### src/hdl/arb_pkg.sv
// Shared types, register indexes and helpers for the affine rectangle bounds block.
// No dependencies; imported by every module under hdl/.
package arb_pkg;

   localparam int NCORNER = 4;
   localparam int QFRAC   = 16;

   typedef logic signed [31:0] q16_type;
   typedef logic signed [48:0] hsum_type;
   typedef logic [2:0]         csr_index_type;

   localparam csr_index_type CSR_COEF_XX  = 3'd0;
   localparam csr_index_type CSR_COEF_XY  = 3'd1;
   localparam csr_index_type CSR_OFFSET_X = 3'd2;
   localparam csr_index_type CSR_COEF_YX  = 3'd3;
   localparam csr_index_type CSR_COEF_YY  = 3'd4;
   localparam csr_index_type CSR_OFFSET_Y = 3'd5;

   localparam q16_type Q16_ONE  = 32'sd65536;
   localparam q16_type Q16_ZERO = 32'sd0;

   typedef struct packed {
      q16_type xx;
      q16_type xy;
      q16_type off_x;
      q16_type yx;
      q16_type yy;
      q16_type off_y;
   } coef_type;

   typedef struct packed {
      q16_type left;
      q16_type right;
      q16_type top;
      q16_type bottom;
   } corner_type;

   typedef struct packed {
      logic signed [63:0] xx_l;
      logic signed [63:0] xx_r;
      logic signed [63:0] xy_t;
      logic signed [63:0] xy_b;
      logic signed [63:0] yx_l;
      logic signed [63:0] yx_r;
      logic signed [63:0] yy_t;
      logic signed [63:0] yy_b;
   } prod_type;

   // pipeline control shared by every stage
   typedef struct packed {
      logic en;
      logic valid;
   } stage_ctl_type;

   // saturate a 50-bit signed value to signed 32 bits
   function automatic q16_type sat_s32(input logic signed [49:0] v);
      q16_type r;
      if ((v[49:31] == '0) || (v[49:31] == '1)) begin
         r = v[31:0];
      end else if (v[49]) begin
         r = 32'sh8000_0000;
      end else begin
         r = 32'sh7FFF_FFFF;
      end
      return r;
   endfunction

endpackage

### src/hdl/arb_corner.sv
// Stage 1: far edges of the rectangle, saturated to Q16.16.
// Depends on arb_pkg.
module arb_corner (
   input  logic                   clock,
   input  logic                   reset,
   input  arb_pkg::stage_ctl_type ctl,
   input  arb_pkg::q16_type       rect_left,
   input  arb_pkg::q16_type       rect_top,
   input  arb_pkg::q16_type       rect_width,
   input  arb_pkg::q16_type       rect_height,
   output logic                   valid_ff,
   output arb_pkg::corner_type    corner_ff
);
   import arb_pkg::*;

   logic signed [32:0] right_sum;
   logic signed [32:0] bottom_sum;
   corner_type         corner_in;

   always_comb begin
      right_sum         = 33'(rect_left) + 33'(rect_width);
      bottom_sum        = 33'(rect_top) + 33'(rect_height);
      corner_in.left    = rect_left;
      corner_in.top     = rect_top;
      corner_in.right   = sat_s32(50'(right_sum));
      corner_in.bottom  = sat_s32(50'(bottom_sum));
   end

   always_ff @(posedge clock) begin
      if (reset) begin
         valid_ff <= 1'b0;
      end else if (ctl.en) begin
         valid_ff <= ctl.valid;
      end
   end

   always_ff @(posedge clock) begin
      if (ctl.en) begin
         corner_ff <= corner_in;
      end
   end

endmodule

### config.mk
export PLATFORM = sky130hd
export DESIGN_NAME = arb_corner
export DESIGN_NICKNAME = d
export VERILOG_FILES = /design/src/hdl/arb_pkg.sv /design/src/hdl/arb_corner.sv
export SDC_FILE = /design/constraint.sdc
export NUM_CORES = 1
export LEC_CHECK = 0
export ABC_AREA = 1
export BUFFER_PORTS_ARGS = -buffer_cell sky130_fd_sc_hd__buf_2
export CAP_MARGIN = 15
export CORE_MARGIN = 3
export CORE_UTILIZATION = 55
export DETAILED_ROUTE_END_ITERATION = 16
export PLACE_DENSITY = 0.94
export RECOVER_POWER = 50
export SYNTH_ARGS = -nofsm -noshare
export SYNTH_HDL_FRONTEND = slang
export SYNTH_SLANG_ARGS = --single-unit
### constraint.sdc
create_clock -name clock -period 5.3 [get_ports clock]
set_clock_uncertainty 0.2 [all_clocks]
set_input_delay 0.53 -clock clock [delete_from_list [all_inputs] [get_ports clock]]
set_output_delay 0.53 -clock clock [all_outputs]
set_load 0.1 [all_outputs]
==> run_results.csv <==
group,metric,value,unit
run_status,outcome,"complete, but fails checks",
run_status,violations,"capacitance limit, slew limit",
setup_path,worst_path_max_delay_cell,"clkbuf_1",
timing,max-slew-margin-rel,-45.12,%
synth,seq_area_frac_synth,42.78,%
timing,tightest_slew,2177,ps
clocking,cts_tree,"done",
floorplan,die-width,134.2,um
placement,hpwl,19700,um
clocking,hold_buffers,0,
setup_path,r2r-start,"valid_ff",
setup_path,critical_path_buf_inv_count,2,
routing,route.detailed.drc,0,
pwr,leakagePower,5.454,nW
global_routing,grt_max_degree,61,
setup_path,cp_max_fo,37,
setup_path,reg2reg_slack,4490,ps
synth,synth_cell_type_count,31,
timing,tns,0,ps
hold_path,holdPathStages,2,
setup_path,startpoint,"ctl[1]",
timing,min_period_over_period,69.47,%
synth,netlist_area,9032,sq um
clocking,clk_latency,420,ps
timing,hold_viol_final,0,
timing,setup_viol,0,
synth,yosysTopAreaCell,"edfxtp_1",
timing,rsz0062_at_grt,"false",
pwr,power_density,409.3,nW/um^2
setup_path,critPathCaptureType,"flip-flop",
floorplan,start_util,56.45,%
setup_path,start_kind,"input pin",
clocking,cts.sinks,129,
global_routing,grt_pass1_vias,8309,
final_layout,final_nets,1590,
synth,synth-seq-cells,129,
setup_path,critical_path.cell_chain,"clkbuf_1 -> clkbuf_1",
clocking,cts.clk_slew.worst_paths,60,ps
routing,wl_per_cell,15.28,um
routing,drt_pass1_iterations,8,
pwr,ir_worst_vdd,0.2806,mV
clocking,cts_max_path_buffers,2,
synth,ys_top_cells_by_area,"edfxtp_1, nand2_1, ha_1",
hold_path,min_path_type,"in2reg",
setup_path,critPathTopFamily,"buffers and inverters",
floorplan,die_h,134.2,um
synth,synth_top_area_share,42.55,%
setup_path,r2r-end,"valid_ff",
setup_path,crit_required,5110,ps
setup_path,cpPeakStageDelay,1520,ps
global_routing,grt_usage,27.06,%
setup_path,rr_worst_depth,2,
hold_path,worstHoldEndpoint,"valid_ff",
clocking,h-tree-depth,4,
hold_path,hp-start,"reset",
setup_path,cp.arrival,3490,ps
timing,fmax,271.6,MHz
floorplan,die-area,18000,sq um
synth,avgSynthCellArea,8.057,sq um
global_routing,grt_overflow,0,
final_layout,final_layout_size_suffix_gt1_share,17.59,%
floorplan,num_rows,46,
routing,vias,8512,
global_routing,grt_pass1_wl,38830,um
clocking,cts_setup_buffers,0,
final_layout,syn_to_final_growth,21.11,%
floorplan,core,16000,sq um
synth,ys_warn_count,0,
routing,ant_nets,0,
setup_path,crit_type,"in2reg",
clocking,cts_buffers,17,
final_layout,insertedDiodeCount,0,
routing,vias_per_cell,5.254,
placement,port-buffer-count,260,
setup_path,path_common_cell,"clkbuf_1",
floorplan,ios,261,
synth,synth_nets,1319,
synth,syn_inst,1121,
run,maxCapViolations,2,
routing,drtIter0Drc,706,
placement,place.gp.congestion,0.9807,
timing,hold-worst-slack,53.20,ps
clocking,cts_root_buf,"clkbuf_16",
timing,final_max_slew_viol_count,73,
routing,routed_wl,24760,um
timing,fin_crit,3682,ps
global_routing,antenna_found_initial,0,
clocking,ctsResizeCount,0,
## where the power goes
part | leakage (nW) | internal [mW] | switching (mW)
combinational | 3.91 | 0.350 | 1.59
clock | 0.281 | 0.734 | 0.444
sequential | 1.26 | 1.31 | 0.0438
total | 5.45 | 2.40 | 2.08
## cell usage in the layout (no fill, tap or decap), drive strengths merged
cell      Yosys  final
nand2       471    471
bufinv        0      3
ha           64     64
buf          10    146
nor3          5      5
clkinvlp      0      3
nand3b       16     16
o21ai        30     30
mux2i         1      1
xnor2         8      8
xor2         28     28
dfxtp         1      1
o21bai       14     14
a21oi        64     64
edfxtp      128    128
clkinv        0      6
nor2        103    103
nor4          3      3
inv         129    131
or2           2      2
nand3        42     42
clkbuf        0    133
fa            2      2
## synth_stat cells
library cell / count
nor2_2: 7
nor4_1: 3
dfxtp_1: 1
xor2_1: 28
nand3_2: 4
inv_2: 4
nand2_4: 7
ha_1: 64
nand3_4: 2
nor2_1: 93
a21oi_1: 62
buf_12: 1
o21ai_1: 1
nand2_2: 25
o21ai_0: 12
mux2i_1: 1
or2_1: 2
nor2_8: 1
xnor2_1: 8
buf_6: 9
o21ai_2: 17
nand3_1: 36
nor2_4: 2
o21bai_1: 14
fa_1: 2
a21oi_2: 2
nand2_1: 439
nor3_1: 5
edfxtp_1: 128
inv_1: 125
nand3b_1: 16
## cell families after synthesis
kind of cell | share of synthesized area, %
mux | 0.1108
xor+xnor | 3.491
compound gates | 7.162
flops | 42.78
simple gates | 30.45
fa+ha+maj | 9.309
buf+inv | 6.705
## final cells by class
class,instances,area (sq um)
Multi-Input combinational cell,853,4563
Clock inverter,14,165.2
Inverter,129,484.2
Sequential cell,129,3864
Fill cell,1327,5061
Clock buffer,17,425.4
Timing Repair Buffer,262,1167
Tap cell,216,270.3
## through the flow
step | utilization, % | power, mW | setup slack, ps | cells | cell area [sq um]
5_1_grt | 68.37 | 4.652 | 1270 | 1620 | 10940
3_3_place_gp | 65.62 | 3.287 | 2328 | 1589 | 10500
6_report | 68.37 | 4.477 | 1618 | 1620 | 10940
3_5_place_dp | 65.62 | 3.320 | 2248 | 1589 | 10500
2_1_floorplan | - | 2.977 | 2678 | 1121 | 9032
4_1_cts | 69.32 | 4.496 | 2601 | 1620 | 11090
## registers in the layout (all words and copies together) (netlist names)
register and cells:
valid_ff 1, corner_ff 128
## worst max-delay path by stage
stage | cells past startpoint | slack, ps | to
final | 2 | 1620 | corner_ff[94]
after global routing | 2 | 1270 | corner_ff[87]
after CTS | 15 | 2600 | corner_ff[13]
after detailed placement | 15 | 2250 | corner_ff[13]
after global placement | 15 | 2330 | corner_ff[66]
after floorplan | 14 | 2680 | corner_ff[21]
## metal layers
| metal | GRT usage [%] | part of all wire [%] |
|---|---|---|
| met4 | 11.82 | 3.6 |
| met1 | 31.54 | 39 |
| met5 | 0 | 0 |
| met3 | 4.164 | 6.8 |
| met2 | 49.38 | 51 |
Power figures use the tool's default switching activity.
