### src/hdl/arb_pkg.sv
// Shared types, register indexes and helpers for the affine rectangle bounds block.
// No dependencies; imported by every module under hdl/.
package arb_pkg;

   localparam int NCORNER = 4;
   localparam int QFRAC   = 16;

   typedef logic signed [31:0] q16_type;
   typedef logic signed [48:0] hsum_type;
   typedef logic [2:0]         csr_index_type;

   localparam csr_index_type CSR_COEF_XX  = 3'd0;
   localparam csr_index_type CSR_COEF_XY  = 3'd1;
   localparam csr_index_type CSR_OFFSET_X = 3'd2;
   localparam csr_index_type CSR_COEF_YX  = 3'd3;
   localparam csr_index_type CSR_COEF_YY  = 3'd4;
   localparam csr_index_type CSR_OFFSET_Y = 3'd5;

   localparam q16_type Q16_ONE  = 32'sd65536;
   localparam q16_type Q16_ZERO = 32'sd0;

   typedef struct packed {
      q16_type xx;
      q16_type xy;
      q16_type off_x;
      q16_type yx;
      q16_type yy;
      q16_type off_y;
   } coef_type;

   typedef struct packed {
      q16_type left;
      q16_type right;
      q16_type top;
      q16_type bottom;
   } corner_type;

   typedef struct packed {
      logic signed [63:0] xx_l;
      logic signed [63:0] xx_r;
      logic signed [63:0] xy_t;
      logic signed [63:0] xy_b;
      logic signed [63:0] yx_l;
      logic signed [63:0] yx_r;
      logic signed [63:0] yy_t;
      logic signed [63:0] yy_b;
   } prod_type;

   // pipeline control shared by every stage
   typedef struct packed {
      logic en;
      logic valid;
   } stage_ctl_type;

   // saturate a 50-bit signed value to signed 32 bits
   function automatic q16_type sat_s32(input logic signed [49:0] v);
      q16_type r;
      if ((v[49:31] == '0) || (v[49:31] == '1)) begin
         r = v[31:0];
      end else if (v[49]) begin
         r = 32'sh8000_0000;
      end else begin
         r = 32'sh7FFF_FFFF;
      end
      return r;
   endfunction

endpackage

### src/hdl/arb_map.sv
// Stages 3-4: per-corner product sum with floor shift, then offset and saturation.
// Depends on arb_pkg.
module arb_map (
   input  logic                   clock,
   input  logic                   reset,
   input  arb_pkg::stage_ctl_type ctl,
   input  arb_pkg::coef_type      coef,
   input  arb_pkg::prod_type      prod,
   output logic                   valid_ff,
   output arb_pkg::q16_type       map_x_ff [arb_pkg::NCORNER],
   output arb_pkg::q16_type       map_y_ff [arb_pkg::NCORNER]
);
   import arb_pkg::*;

   logic signed [63:0] ax [NCORNER];
   logic signed [63:0] bx [NCORNER];
   logic signed [63:0] ay [NCORNER];
   logic signed [63:0] by [NCORNER];
   hsum_type           hx_in [NCORNER];
   hsum_type           hy_in [NCORNER];
   hsum_type           hx_ff [NCORNER];
   hsum_type           hy_ff [NCORNER];
   q16_type            map_x_in [NCORNER];
   q16_type            map_y_in [NCORNER];
   logic               mid_valid_ff;
   logic signed [64:0] sx;
   logic signed [64:0] sy;
   logic signed [49:0] vx;
   logic signed [49:0] vy;

   // corner order: (l,t) (l,b) (r,t) (r,b)
   assign ax[0] = prod.xx_l;  assign bx[0] = prod.xy_t;
   assign ax[1] = prod.xx_l;  assign bx[1] = prod.xy_b;
   assign ax[2] = prod.xx_r;  assign bx[2] = prod.xy_t;
   assign ax[3] = prod.xx_r;  assign bx[3] = prod.xy_b;
   assign ay[0] = prod.yx_l;  assign by[0] = prod.yy_t;
   assign ay[1] = prod.yx_l;  assign by[1] = prod.yy_b;
   assign ay[2] = prod.yx_r;  assign by[2] = prod.yy_t;
   assign ay[3] = prod.yx_r;  assign by[3] = prod.yy_b;

   // exact sum, then drop the fraction bits (floor)
   always_comb begin
      for (int i = 0; i < NCORNER; i++) begin
         sx       = 65'(ax[i]) + 65'(bx[i]);
         sy       = 65'(ay[i]) + 65'(by[i]);
         hx_in[i] = sx[64:QFRAC];
         hy_in[i] = sy[64:QFRAC];
      end
   end

   always_comb begin
      for (int i = 0; i < NCORNER; i++) begin
         vx          = 50'(hx_ff[i]) + 50'(coef.off_x);
         vy          = 50'(hy_ff[i]) + 50'(coef.off_y);
         map_x_in[i] = sat_s32(vx);
         map_y_in[i] = sat_s32(vy);
      end
   end

   always_ff @(posedge clock) begin
      if (reset) begin
         mid_valid_ff <= 1'b0;
         valid_ff     <= 1'b0;
      end else if (ctl.en) begin
         mid_valid_ff <= ctl.valid;
         valid_ff     <= mid_valid_ff;
      end
   end

   always_ff @(posedge clock) begin
      if (ctl.en) begin
         hx_ff    <= hx_in;
         hy_ff    <= hy_in;
         map_x_ff <= map_x_in;
         map_y_ff <= map_y_in;
      end
   end

endmodule

### config.mk
export PLATFORM = sky130hd
export DESIGN_NAME = arb_map
export DESIGN_NICKNAME = d
export VERILOG_FILES = /design/src/hdl/arb_pkg.sv /design/src/hdl/arb_map.sv
export SDC_FILE = /design/constraint.sdc
export NUM_CORES = 2
export LEC_CHECK = 0
export BUFFER_PORTS_ARGS = -buffer_cell sky130_fd_sc_hd__clkbuf_2
export CAP_MARGIN = 5
export CORE_ASPECT_RATIO = 1.1
export CORE_MARGIN = 2
export CORE_UTILIZATION = 44
export CTS_BUF_LIST = sky130_fd_sc_hd__clkbuf_4 sky130_fd_sc_hd__clkbuf_8
export DETAILED_ROUTE_END_ITERATION = 12
export PLACE_DENSITY = 0.73
export SYNTH_ARGS = -nofsm -noshare
export SYNTH_HDL_FRONTEND = slang
export SYNTH_SLANG_ARGS = --single-unit
### constraint.sdc
create_clock -name clock -period 6.4 [get_ports clock]
set_clock_uncertainty 0.2 [all_clocks]
set_input_delay 0.32 -clock clock [delete_from_list [all_inputs] [get_ports clock]]
set_output_delay 0.32 -clock clock [all_outputs]
set_load 0.01 [all_outputs]
==> flow_metrics.py <==
metrics = {
    "status": {
        "status": "complete, no violations",
    },
    "route": {
        "vias": 66136,
        "dr.pass1.iters": 7,
        "wire_per_inst_microns": 24.8,
        "drt_iter0_markers": 5855,
        "routed_wl_microns": 270000,
        "drt.antenna.violating_nets": 0,
        "vias_per_cell": 6.07,
        "route.detailed.drc": 0,
    },
    "clock_network": {
        "root_buffer": "clkbuf_8",
        "clock_latency_ps": 880,
        "clockBufferDepth": 3,
        "cts_setup_buffers": 0,
        "cts-buffers-inserted": 121,
        "cts.sinks": 650,
        "cts.clk_slew.worst_paths_ps": 80,
        "htree_num_levels": 3,
        "cts_tree": "built",
    },
    "logic_synthesis": {
        "ys.flop_type": "edfxtp_1",
        "ys_warn_count": 0,
        "synthesis.nets": 8804,
        "avgSynthCellArea_sq_um": 9.19,
        "synth_area_leaders": "edfxtp_1 (29%), ha_1 (17%), a21oi_1 (5.9%)",
        "async_reset_ff_share_pct": 0,
        "ys_seq_area_share_pct": 29.5,
        "synth_commonest_cells": "ha_1 (896), a21oi_1 (782), edfxtp_1 (648), nand2_1 (442), a21o_1 (437)",
        "synth_cell_types": 98,
        "synthCells": 7192,
        "synth_enable_flop_cells": 648,
        "synth.most_common_cell": "ha_1",
        "syn_area_sq_um": 66100,
        "yosysTopAreaCell": "edfxtp_1",
        "synth_top_area_share_pct": 29.5,
        "ys_seq_elements": 650,
    },
    "run": {
        "max_cap_viol_count": 0,
    },
    "worst_setup_path": {
        "crit_arrival_ps": 6250,
        "r2r-start": "hy_ff[106]$_DFFE_PP_",
        "cp_num_cells": 16,
        "critPathLaunch": "hy_ff[106]$_DFFE_PP_",
        "r2r-end": "map_y_ff[81]$_DFFE_PP_",
        "rrSetupSlack_ps": 640,
        "endpoint_kind": "flop",
        "critPathLaunchType": "flop",
        "max_stage_delay_ps": 610,
        "crit_end": "map_y_ff[81]$_DFFE_PP_",
        "timing.critical_path.fanout_max": 18,
        "crit_slowest_cell": "or4_1",
        "required_ps": 6890,
        "critPathBufInv": 2,
        "crit_type": "reg2reg",
        "crit_chain": "ha_1 > nand2_1 > nor3_1 > a21oi_1 > buf_4 > or4_1 > a21oi_1 > a31oi_1 > o21ai_0 > or3b_1 > o21ai_0 > o211ai_1 > and4b_1 > a21oi_4 > buf_4 > mux2i_1",
        "rr_worst_depth": 16,
        "critPathTopFamily": "compound AO/OA/AOI/OAI gates",
    },
    "timing": {
        "setup_ws_ps": 645,
        "whs_ps": 84.4,
        "hold_viol": 0,
        "worst_pin_slew_ps": 1100,
        "maxSlewHeadroom_pct": 26.6,
        "fin_setup_tns_ps": 0,
        "fin_crit_sh_pct": 89.9,
        "rsz0062_at_grt": "false",
        "finalCriticalPeriod_ps": 5760,
        "drv_slew": 0,
        "fmax_ghz": 0.174,
        "finalSetupViolations": 0,
    },
    "power_and_ir_drop": {
        "ir_drop_uv": 171,
        "power_per_cell_area_nw_per_um2": 257,
        "power.leakage_nw": 36.4,
    },
    "floorplan": {
        "fp.dieH_microns": 410,
        "rows": 149,
        "dieArea_sq_um": 153000,
        "io-pin-count": 965,
        "core_sq_um": 150000,
        "die_w_microns": 373,
        "initial_core_util_pct": 44.2,
    },
    "global_routing": {
        "grt_pass1_wl_microns": 392000,
        "grt_max_degree": 158,
        "grt_util_met3_pct": 5.24,
        "grt_antenna_before_repair": 42,
        "use_met2_pct": 57.4,
        "grt_usage_pct": 33.7,
        "grtUsageMet1_pct": 40.8,
        "grt_pass1_vias": 65221,
        "busiest_layer": "met2",
        "overflow": 0,
    },
    "placement": {
        "pre_cts_ws_ps": 413,
        "placedCellCount": 9870,
        "hpwl_microns": 219000,
        "io_buffers": 836,
        "gp_congestion": 1.05,
    },
    "layout": {
        "syn_to_final_growth_pct": 26.0,
        "drive_above_1_share_pct": 13.9,
        "nets": 10414,
        "instances_no_fill": 10899,
    },
    "hold_path": {
        "min_path_type": "in2reg",
    },
}
## metrics by stage
step	cell area (sq um)	util [%]	power (mW)
after floorplan	66100	-	12.2
after global placement	72700	48.6	15.5
after detailed placement	72700	48.6	15.6
after CTS	83200	55.6	21.2
after global routing	83300	55.7	22.4
final	83300	55.7	21.4
## repair_timing
action / in CTS / in global routing
hold buffers: 772 / 0
gates resized for setup: 0 / 0
endpoints found under the hold margin: 492 / 0
## how the worst min path moves through the flow
stage / startpoint / end / slack, ps / depth (start not counted)
6_report: prod[111] / hy_ff[80]$_DFFE_PP_ / 80 / 4
4_1_cts: coef[10] / map_y_ff[106]$_DFFE_PP_ / 0.5 / 4
2_1_floorplan: reset / mid_valid_ff$_SDFFE_PP0P_ / 190 / 1
3_3_place_gp: mid_valid_ff$_SDFFE_PP0P_ / mid_valid_ff$_SDFFE_PP0P_ / 270 / 2
3_5_place_dp: mid_valid_ff$_SDFFE_PP0P_ / mid_valid_ff$_SDFFE_PP0P_ / 290 / 2
5_1_grt: prod[58] / hy_ff[141]$_DFFE_PP_ / 40 / 5
## where the power goes
group | switching (mW) | leakage (nW) | internal [mW] | total [mW]
combinational | 6.26 | 28.7 | 4.26 | 10.5
sequential | 0.359 | 6.27 | 5.67 | 6.03
clock | 2.13 | 1.43 | 2.69 | 4.83
total | 8.75 | 36.4 | 12.6 | 21.4
## metal layers
| metal | up-vias | wire length, microns |
|---|---|---|
| met5 | - | 13 |
| met4 | 2 | 16300 |
| met3 | 660 | 21800 |
| met2 | 3175 | 126000 |
| met1 | 31474 | 106000 |
| li1 | 30825 | - |
## sequential cells by signal (all words and copies together) (netlist names)
name,flops
hx_ff,196
valid_ff,1
map_x_ff,128
mid_valid_ff,1
hy_ff,196
map_y_ff,128
## placed cells by master (no fill, tap or decap), types with 54 or more instances in the layout
master / n
o21a_1: 99
mux2i_1: 222
inv_1: 205
nor2b_1: 115
and2_1: 63
o211ai_1: 54
buf_4: 57
a21oi_1: 781
and3_1: 77
nand3_1: 198
xor2_1: 289
a21o_1: 437
o21ai_0: 381
nand2b_1: 75
edfxtp_1: 648
nand4_1: 157
ha_1: 896
a211oi_1: 70
dlygate4sd3_1: 772
a31oi_1: 102
clkbuf_2: 835
xnor2_1: 388
o21bai_1: 111
nand2_1: 442
nor3_1: 120
clkbuf_8: 122
nor2_1: 431
## worst reg2reg max path, stage by stage (launching register included)
cell and delay [ps]:
edfxtp_1 400, ha_1 390, nand2_1 80, nor3_1 210, a21oi_1 110, buf_4 170, or4_1 610, a21oi_1 600
a31oi_1 230, o21ai_0 410, or3b_1 470, o21ai_0 180, o211ai_1 130, and4b_1 240, a21oi_4 470, buf_4 420
mux2i_1 260
## cells by family after synthesis
| logic type | count (synthesis) | share of synthesized area [%] |
|---|---|---|
| compound gates | 2402 | 23.4 |
| xor+xnor | 677 | 8.97 |
| fa+ha+maj | 904 | 17.2 |
| buf+inv | 401 | 2.38 |
| flops | 650 | 29.5 |
| mux | 265 | 4.15 |
| simple gates | 1893 | 14.4 |
## layout make-up
class | instances | area, sq um
antenna | 30 | 75.1
sequential | 650 | 19500
timing repair buffer | 1677 | 12600
clock buffer | 140 | 1810
inverter | 211 | 792
multi-input combinational | 6141 | 45100
fill | 13164 | 66200
tap | 1963 | 2460
clock inverter | 87 | 978
Power figures use the tool's default switching activity.
