--- src/hdl/arb_pkg.sv ---
// Shared types, register indexes and helpers for the affine rectangle bounds block.
// No dependencies; imported by every module under hdl/.
package arb_pkg;

   localparam int NCORNER = 4;
   localparam int QFRAC   = 16;

   typedef logic signed [31:0] q16_type;
   typedef logic signed [48:0] hsum_type;
   typedef logic [2:0]         csr_index_type;

   localparam csr_index_type CSR_COEF_XX  = 3'd0;
   localparam csr_index_type CSR_COEF_XY  = 3'd1;
   localparam csr_index_type CSR_OFFSET_X = 3'd2;
   localparam csr_index_type CSR_COEF_YX  = 3'd3;
   localparam csr_index_type CSR_COEF_YY  = 3'd4;
   localparam csr_index_type CSR_OFFSET_Y = 3'd5;

   localparam q16_type Q16_ONE  = 32'sd65536;
   localparam q16_type Q16_ZERO = 32'sd0;

   typedef struct packed {
      q16_type xx;
      q16_type xy;
      q16_type off_x;
      q16_type yx;
      q16_type yy;
      q16_type off_y;
   } coef_type;

   typedef struct packed {
      q16_type left;
      q16_type right;
      q16_type top;
      q16_type bottom;
   } corner_type;

   typedef struct packed {
      logic signed [63:0] xx_l;
      logic signed [63:0] xx_r;
      logic signed [63:0] xy_t;
      logic signed [63:0] xy_b;
      logic signed [63:0] yx_l;
      logic signed [63:0] yx_r;
      logic signed [63:0] yy_t;
      logic signed [63:0] yy_b;
   } prod_type;

   // pipeline control shared by every stage
   typedef struct packed {
      logic en;
      logic valid;
   } stage_ctl_type;

   // saturate a 50-bit signed value to signed 32 bits
   function automatic q16_type sat_s32(input logic signed [49:0] v);
      q16_type r;
      if ((v[49:31] == '0) || (v[49:31] == '1)) begin
         r = v[31:0];
      end else if (v[49]) begin
         r = 32'sh8000_0000;
      end else begin
         r = 32'sh7FFF_FFFF;
      end
      return r;
   endfunction

endpackage

--- src/hdl/arb_bbox.sv ---
// Stages 5-7: min/max tree over the mapped corners, then saturated extents.
// Depends on arb_pkg.
module arb_bbox (
   input  logic                   clock,
   input  logic                   reset,
   input  arb_pkg::stage_ctl_type ctl,
   input  arb_pkg::q16_type       map_x [arb_pkg::NCORNER],
   input  arb_pkg::q16_type       map_y [arb_pkg::NCORNER],
   output logic                   valid_ff,
   output arb_pkg::q16_type       box_left_ff,
   output arb_pkg::q16_type       box_top_ff,
   output logic [30:0]            box_width_ff,
   output logic [30:0]            box_height_ff
);
   import arb_pkg::*;

   // pair 0: corners 0/1, pair 1: corners 2/3
   q16_type            lo_x_ff [2];
   q16_type            hi_x_ff [2];
   q16_type            lo_y_ff [2];
   q16_type            hi_y_ff [2];
   q16_type            lo_x_in [2];
   q16_type            hi_x_in [2];
   q16_type            lo_y_in [2];
   q16_type            hi_y_in [2];
   q16_type            min_x_ff, max_x_ff, min_y_ff, max_y_ff;
   q16_type            min_x_in, max_x_in, min_y_in, max_y_in;
   logic signed [32:0] dx, dy;
   logic [30:0]        box_width_in, box_height_in;
   logic               v5_ff, v6_ff;

   always_comb begin
      for (int p = 0; p < 2; p++) begin
         lo_x_in[p] = (map_x[2*p] < map_x[2*p+1]) ? map_x[2*p] : map_x[2*p+1];
         hi_x_in[p] = (map_x[2*p] > map_x[2*p+1]) ? map_x[2*p] : map_x[2*p+1];
         lo_y_in[p] = (map_y[2*p] < map_y[2*p+1]) ? map_y[2*p] : map_y[2*p+1];
         hi_y_in[p] = (map_y[2*p] > map_y[2*p+1]) ? map_y[2*p] : map_y[2*p+1];
      end
   end

   always_comb begin
      min_x_in = (lo_x_ff[0] < lo_x_ff[1]) ? lo_x_ff[0] : lo_x_ff[1];
      max_x_in = (hi_x_ff[0] > hi_x_ff[1]) ? hi_x_ff[0] : hi_x_ff[1];
      min_y_in = (lo_y_ff[0] < lo_y_ff[1]) ? lo_y_ff[0] : lo_y_ff[1];
      max_y_in = (hi_y_ff[0] > hi_y_ff[1]) ? hi_y_ff[0] : hi_y_ff[1];
   end

   // difference is never negative; clip to 31 bits
   always_comb begin
      dx            = 33'(max_x_ff) - 33'(min_x_ff);
      dy            = 33'(max_y_ff) - 33'(min_y_ff);
      box_width_in  = (dx[32:31] != 2'b00) ? 31'h7FFF_FFFF : dx[30:0];
      box_height_in = (dy[32:31] != 2'b00) ? 31'h7FFF_FFFF : dy[30:0];
   end

   always_ff @(posedge clock) begin
      if (reset) begin
         v5_ff    <= 1'b0;
         v6_ff    <= 1'b0;
         valid_ff <= 1'b0;
      end else if (ctl.en) begin
         v5_ff    <= ctl.valid;
         v6_ff    <= v5_ff;
         valid_ff <= v6_ff;
      end
   end

   always_ff @(posedge clock) begin
      if (ctl.en) begin
         lo_x_ff       <= lo_x_in;
         hi_x_ff       <= hi_x_in;
         lo_y_ff       <= lo_y_in;
         hi_y_ff       <= hi_y_in;
         min_x_ff      <= min_x_in;
         max_x_ff      <= max_x_in;
         min_y_ff      <= min_y_in;
         max_y_ff      <= max_y_in;
         box_left_ff   <= min_x_ff;
         box_top_ff    <= min_y_ff;
         box_width_ff  <= box_width_in;
         box_height_ff <= box_height_in;
      end
   end

endmodule

--- config.mk ---
export PLATFORM = sky130hd
export DESIGN_NAME = arb_bbox
export DESIGN_NICKNAME = d
export VERILOG_FILES = /design/src/hdl/arb_pkg.sv /design/src/hdl/arb_bbox.sv
export SDC_FILE = /design/constraint.sdc
export NUM_CORES = 1
export LEC_CHECK = 0
export CAP_MARGIN = 30
export CELL_PAD_IN_SITES_DETAIL_PLACEMENT = 1
export CELL_PAD_IN_SITES_GLOBAL_PLACEMENT = 1
export CORE_MARGIN = 5
export CORE_UTILIZATION = 55
export CTS_BUF_LIST = sky130_fd_sc_hd__clkbuf_8 sky130_fd_sc_hd__clkbuf_16
export DETAILED_ROUTE_END_ITERATION = 16
export DONT_BUFFER_PORTS = 1
export PLACE_DENSITY_LB_ADDON = 0.1
export SLEW_MARGIN = 20
export SYNTH_ARGS = -nofsm -noshare
export SYNTH_HDL_FRONTEND = slang
export SYNTH_SLANG_ARGS = --single-unit
--- constraint.sdc ---
create_clock -name clock -period 9.55 [get_ports clock]
set_input_delay 0.955 -clock clock [delete_from_list [all_inputs] [get_ports clock]]
set_output_delay 0.955 -clock clock [all_outputs]
set_load 0.005 [all_outputs]
==> key figures, run 1 <==
Run status
  • Outcome: complete, no violations

Synthesis
  • Register bit total from synthesis: 513
  • Largest family of logic cells by synthesized area: compound AO/OA/AOI/OAI gates
  • Compound-gate portion of the synthesized area: 17.9%
  • Asr flop ratio synth: 0%
  • Xor and xnor area share after synthesis: 1.25%
  • EDFF count, synth: 510
  • Post-synthesis simple-gate area fraction: 12.7%
  • Mean post-synth cell area: 10.3 µm²
  • Synth Instances: 3404
  • Syn nets: 3984
  • Sequential cell area fraction in the yosys report: 43.9%
  • Adder-cell share of the synthesized area: 11.5%
  • Yosys warning total: 0
  • Ys flop type: edfxtp_1
  • Count of cell types in the netlist: 72
  • Cell Area, Synth: 35000 µm²
  • Post-synthesis mux area share: 6.42%

Floorplanning
  • Area of the die: 68800 µm²
  • Die Wd: 262 µm
  • Initial core utilization: 55.5%
  • DIE HEIGHT: 262 µm
  • Core ar.: 63100 µm²
  • Ports: 387
  • Row count: 92

Worst setup path
  • R2r endpoint: max_x_ff[10]
  • Worst EP required: 9.93 ns
  • Reg2Reg Launch Point: hi_x_ff[63]
  • Crit Path Class: in -> reg
  • Most frequent cell on the critical path: buf_4
  • Reg2Reg Setup Slack: 5.47 ns
  • Largest stage delay, worst path: 0.69 ns
  • CP Capture Type: flop
  • R2r worst-path depth: 8
  • Buf/Inv on CP: 6
  • CP cell instances: inv_1, ha_1, buf_4, clkinv_1, buf_16, o21bai_1, a221o_2, buf_4, nor4_4, a211oi_4, buf_4, mux2_2
  • Slowest-stage cell, CP: clkinv_1
  • Worst-path fanout max: 59
  • Crit path max-delay family: buffers and inverters
  • CP Data Arrival Time: 5.42 ns
  • Setup crit start kind: input port

Layout
  • Ratio of cells with drive above 1 in the final layout: 10.5%
  • Layout area overhead: 7.65%
  • Register Area: 15400 µm²
  • NumNets Final: 3861
  • Area of the multi-input gates: 17500 µm²
  • Fin util: 59.8%
  • Filler cells: 6738

Clock tree
  • CTS buffer count: 57
  • TritonCTS clock tree: done
  • Max clock buf depth: 3
  • Clock Tree Root: clkbuf_16
  • Hold-fix buffers, CTS: 0
  • Post-CTS setup buffers: 0
  • Worst skew pair latency: 0.64 ns
  • H-tree lvl count: 2
  • CTS clk-pin slew, worst paths: 0.07 ns
  • PostCTS Resize Cnt: 0
  • Clock sink count: 513

Route
  • DRT Wirelength: 118000 µm
  • Routed vias: 28500
  • Post-DR vias/cell: 6.82
  • Wire length per cell: 28.2 µm
  • Initial DRC count: 2998
  • DRC viols: 0
  • DR pass1 iterations: 6
  • Routed Antenna Nets: 0

Pwr
  • Tot Pwr: 9120 µW
  • Leak pwr: 0.0152 µW
  • Power per cell area: 242 nW/µm²
  • Worst VDD drop: 0.000157 V

Placement
  • Worst slack, placed: 3.88 ns
  • Post-DP HPWL: 86200 µm
  • Port Buf Inserts: 0
  • Gpl congestion: 0.945

Hold path
  • Worst hold stages: 1
  • Critical hold path startpoint: reset
  • Hold EP: valid_ff
  • Worst Hold Class: in -> reg

Timing
  • Clk_skew: 0.0229 ns
  • Setup tns final: 0 ns
  • Worst Max-Slew Pin Slew: 1.28 ns
  • Setup violators final: 0
  • Fmax: 198 MHz
  • Slew margin rel.: 14.7%
  • Fin crit share: 52.8%
  • Min Clock Period, post-route: 5.04 ns
  • Setup ws final: 4.51 ns
  • Slew Limit Fails: 0
  • RSZ-0062 raised after global routing: false
  • Final hold vios: 0

Global routing
  • Maximum number of pins on one net before global-route repair: 514
  • Total track usage: 32.4%
  • First-pass GRT wire length: 176000 µm
  • Vias in the first global route: 28500
  • Remaining global-route overflow: 0
  • Initial antenna violation count: 17

Job
  • Maxcap violations: 0
[cell families (layout without fill, tap and decap cells)]
| logic type | count (synthesis) | after routing |
|---|---|---|
| simple gates | 871 | 871 |
| mux | 200 | 200 |
| other cells | 0 | 1 |
| fa+ha+maj | 320 | 320 |
| compound gates | 884 | 884 |
| buf+inv | 566 | 491 |
| xor+xnor | 50 | 50 |
| flops | 513 | 513 |
[state kept, by name, summed over array words and instances (netlist names)]
signal         flops
max_x_ff          32
valid_ff           1
box_width_ff      31
min_y_ff          32
lo_x_ff           64
box_top_ff        32
max_y_ff          32
lo_y_ff           64
v6_ff              1
min_x_ff          32
hi_y_ff           64
hi_x_ff           64
box_height_ff     31
v5_ff              1
box_left_ff       32
[area by class of cell]
type,instances,share of cell area (%)
Multi-Input combinational cell,2325,46.5
Inverter,347,3.46
Clock inverter,49,1.43
Timing Repair Buffer,37,1.16
Sequential cell,513,40.8
Tap cell,846,2.81
Clock buffer,58,3.85
Antenna cell,1,0.00664
[cell usage after synthesis (36+ instances only)]
cell type  instances  share of area (%)
ha_1             318                 11
o2111ai_1         98                2.5
nand2_1          290                3.1
nor3_1           108                1.5
nor4_1            42               0.75
edfxtp_1         510                 44
a21oi_1          149                2.1
inv_1            345                3.7
o211ai_1          71                1.5
a31oi_1           42               0.75
and3_1            46               0.82
o21ai_0          138                2.0
nor2b_1           48               0.86
clkbuf_1         166                1.8
mux2_2           193                6.2
nand4_1           94                1.7
a21o_1           129                2.8
nor2_1            79               0.85
a311oi_1          36               0.90
nand3_1           52               0.74
[through the flow]
| step | instances | hold slack [ns] | cell area [µm²] |
|---|---|---|---|
| 3_5_place_dp | 4063 | 0.434 | 35600 |
| 3_3_place_gp | 4057 | 0.433 | 35500 |
| 2_1_floorplan | 3404 | 0.426 | 35000 |
| 4_1_cts | 4170 | 0.344 | 37600 |
| 5_1_grt | 4175 | 0.359 | 37700 |
| 6_report | 4176 | 0.379 | 37700 |
[metal layers]
| metal | up-vias | track usage (%) | wire, µm |
|---|---|---|---|
| met1 | 14400 | 47.1 | 52000 |
| met4 | 6 | 9.09 | 3670 |
| met5 | - | 0 | 46 |
| li1 | 12700 | - | - |
| met2 | 1176 | 48.5 | 50400 |
| met3 | 187 | 8.39 | 11800 |
[report_power, final]
part | leakage (µW) | internal (µW) | switching, µW
registers | 0.00495 | 3120 | 359
logic | 0.00931 | 1270 | 2030
clock network | 0.000964 | 1360 | 988
total | 0.0152 | 5750 | 3370
[worst register-to-register path: cells and delay by family (launching register included)]
family                   cells  cell delay (ns)
AND/OR/NAND/NOR              3             1.22
AO/OA/AOI/OAI                1             0.56
buffers and inverters        1             0.44
adder cells (fa/ha/maj)      1             0.43
multiplexers                 2             0.63
flip-flops                   1             0.53
[cell usage in the layout, fill, tap and decap left out, types with 58 or more instances in the layout]
cell / Yosys / final
edfxtp_1: 510 / 510
inv_1: 345 / 347
ha_1: 318 / 315
nand2_1: 290 / 289
mux2_2: 193 / 193
a21oi_1: 149 / 147
o21ai_0: 138 / 138
a21o_1: 129 / 129
nor3_1: 108 / 108
o2111ai_1: 98 / 98
nand4_1: 94 / 94
nor2_1: 79 / 78
o211ai_1: 71 / 71
clkbuf_16: 0 / 58
[how the worst max path moves through the flow]
stage,from,endpoint,slack [ns],cells past startpoint
6_report,map_y[95],lo_y_ff[48],4.51,12
5_1_grt,map_y[95],lo_y_ff[48],4.26,12
4_1_cts,map_y[95],lo_y_ff[48],4.55,12
3_5_place_dp,map_y[95],lo_y_ff[48],3.88,12
3_3_place_gp,map_y[95],lo_y_ff[50],3.80,11
2_1_floorplan,map_y[89],lo_y_ff[35],6.02,11
Note: power is estimated with default switching activity, not from simulation.
==> inputs of run 2 (changes only) <==
--- a/config.mk
+++ b/config.mk
@@ -9,7 +9,7 @@
 export CELL_PAD_IN_SITES_DETAIL_PLACEMENT = 1
 export CELL_PAD_IN_SITES_GLOBAL_PLACEMENT = 1
 export CORE_MARGIN = 5
-export CORE_UTILIZATION = 55
+export CORE_UTILIZATION = 51
 export CTS_BUF_LIST = sky130_fd_sc_hd__clkbuf_8 sky130_fd_sc_hd__clkbuf_16
 export DETAILED_ROUTE_END_ITERATION = 16
 export DONT_BUFFER_PORTS = 1
==> constraint.sdc (replaced) <==
create_clock -name clock -period 5.1 [get_ports clock]
set_input_delay 0.51 -clock clock [delete_from_list [all_inputs] [get_ports clock]]
set_output_delay 0.51 -clock clock [all_outputs]
set_load 0.005 [all_outputs]
==> run 2 against run 1 <==
- the run now ends with max-slew violations left
- non-clock buffer count up 11
- routed wire length down 0.37%
- critical path depth down 3
- sequential cell count unchanged
- largest cell class unchanged
==> key figures, run 2 (synthesized netlist as in run 1, its figures left out) <==
Run status
  • Outcome: finished, violations left
  • Violated checks: max-slew violations

Worst setup path
  • Worst-path fanout max: 17 (-71%)
  • Largest stage delay, worst path: 0.62 ns (-0.07 ns)
  • Reg2Reg Launch Point: hi_y_ff[50]
  • Crit Path Class: reg -> reg
  • Slowest-stage cell, CP: nor4_1
  • Setup crit start kind: flop
  • CP Data Arrival Time: 4.09 ns (-1.33 ns)
  • R2r endpoint: max_y_ff[4]
  • Beginning of the critical path: hi_y_ff[50]
  • CP cell instances: ha_1, nand4_1, nor4_1, nand3_2, buf_4, and3_1, o21ai_0, o31a_1, o2111ai_1
  • Reg2Reg Setup Slack: 1.29 ns (-4.18 ns)
  • Critical path endpoint: max_y_ff[4]
  • R2r worst-path depth: 9 (+1)
  • Worst EP required: 5.38 ns (-4.55 ns)
  • CP Capture Type: flop

Timing
  • Fin crit share: 74.8%
  • Clk_skew: 0.0279 ns (+0.00498 ns)
  • RSZ-0062 raised after global routing: false
  • Setup tns final: 0 ns (unchanged)
  • Worst hold slack: 0.0458 ns (-0.333 ns)
  • Setup ws final: 1.29 ns (-3.22 ns)
  • Setup violators final: 0 (unchanged)
  • Slew margin rel.: -58.7% (-73 points)
  • Slew Limit Fails: 332 (+332)
  • Final hold vios: 0 (unchanged)
  • Worst Max-Slew Pin Slew: 2.38 ns (+1.10 ns)
  • Fmax: 262 MHz
  • Min Clock Period, post-route: 3.81 ns

Global routing
  • Vias in the first global route: 27700 (-2.8%)
  • Total track usage: 30.5% (-1.9 points)
  • Maximum number of pins on one net before global-route repair: 496 (-3.5%)
  • First-pass GRT wire length: 176000 µm (-0.36%)
  • Initial antenna violation count: 16 (-1)
  • Remaining global-route overflow: 0 (unchanged)

Layout
  • Register Area: 15400 µm² (unchanged)
  • Area of the multi-input gates: 17500 µm² (about the same)
  • Fin util: 55.5% (-4.3 points)
  • Layout area overhead: 8.33%
  • NumNets Final: 3876 (+0.39%)
  • Most frequent cells in the layout: 510 x edfxtp_1, 358 x inv_1, 315 x ha_1
  • Filler cells: 7286 (+8.1%)
  • Most common cell after layout, fill and taps aside: edfxtp_1
  • Ratio of cells with drive above 1 in the final layout: 10.7% (+0.22 points)

Route
  • Routed vias: 28200 (-1.0%)
  • DRC viols: 0 (unchanged)
  • Post-DR vias/cell: 6.65 (-2.4%)
  • DRT Wirelength: 117000 µm (-0.37%)
  • Initial DRC count: 2971 (-0.90%)
  • Wire length per cell: 27.7 µm (-1.8%)
  • DR pass1 iterations: 6 (unchanged)
  • Routed Antenna Nets: 0 (unchanged)

Hold path
  • Critical hold path startpoint: ctl[1]
  • Worst Hold Class: in -> reg

Job
  • Maxcap violations: 0 (unchanged)

Clock tree
  • Worst skew pair latency: 0.66 ns (+0.02 ns)
  • CTS buffer count: 61 (+7.0%)
  • Clock sink count: 513 (unchanged)
  • PostCTS Resize Cnt: 0 (unchanged)
  • Clock Tree Root: clkbuf_16
  • TritonCTS clock tree: done
  • CTS clk-pin slew, worst paths: 0.06 ns (about the same)
  • Max clock buf depth: 3 (unchanged)
  • Post-CTS setup buffers: 0 (unchanged)
  • H-tree lvl count: 2 (unchanged)

Floorplanning
  • Die Wd: 272 µm (+3.7%)
  • Initial core utilization: 51.2% (-4.3 points)
  • Row count: 96 (+4.3%)
  • DIE HEIGHT: 272 µm (+3.7%)
  • Core ar.: 68300 µm² (+8.3%)
  • Ports: 387 (unchanged)
  • Area of the die: 74000 µm² (+7.5%)

Pwr
  • Leak pwr: 0.0154 µW (+1.0%)
  • Power per cell area: 454 nW/µm² (+87%)
  • Worst VDD drop: 0.000296 V (+89%)

Placement
  • Port Buf Inserts: 0 (unchanged)
  • Post-DP HPWL: 88000 µm (+2.1%)
  • Gpl congestion: 0.946 (about the same)
  • Worst slack, placed: 1.16 ns (-2.71 ns)
==> run 2: cell type report <==
cell class	instances	share of cell area [%]
well taps	882	2.91
clock inverters	45	1.36
clock buffers	67	4.24
multi-input cells	2325	46.2
repair buffers	48	1.25
flip-flops and latches	513	40.5
inverters	347	3.43
diodes	8	0.0528
==> run 2: per-layer routing <==
metal | up-vias | share of wire (%) | track usage, %
met3 | 145 | 9.6 | 7.15
met1 | 14200 | 47 | 46.8
li1 | 12800 | - | -
met4 | 8 | 2.3 | 6.47
met5 | - | 0.051 | 0
met2 | 1071 | 42 | 44.1
==> run 2: repair_timing <==
action,CTS,global route
hold buffers,4,0
endpoints found under the hold margin,21,0
setup endpoints to repair,0,0
==> run 2: power by group <==
part | internal [µW] | leakage, µW | total [µW] | switching (µW)
Combinational | 2380 | 0.00935 | 6090 | 3710
Sequential | 5850 | 0.00495 | 6510 | 662
Clock | 2770 | 0.00108 | 4610 | 1840
Total | 11000 | 0.0154 | 17200 | 6210
==> run 2: through the flow <==
step,area (µm²),power (µW),std cells
after floorplan,35000,10500,3404
after global placement,35600,12100,4106
after detailed placement,35700,12500,4110
after CTS,37900,17200,4226
after global routing,37900,18100,4227
final,37900,17200,4235
==> run 2: worst min-delay path by stage <==
| stage | endpoint | slack [ns] | depth (start not counted) |
|---|---|---|---|
| 3_5_place_dp | box_left_ff[11] | 0.44 | 0 |
| 6_report | lo_x_ff[37] | 0.05 | 0 |
| 2_1_floorplan | box_left_ff[10] | 0.43 | 0 |
| 4_1_cts | lo_x_ff[37] | 0.003 | 0 |
| 5_1_grt | lo_x_ff[37] | 0.03 | 0 |
| 3_3_place_gp | box_top_ff[5] | 0.44 | 0 |
==> run 2: critical path, delay by kind of cell (launching register included) <==
family / cells / cell delay, ns
compound gates: 3 / 0.65
fa+ha+maj: 1 / 0.37
buf+inv: 1 / 0.35
flops: 1 / 0.54
simple gates: 4 / 1.52
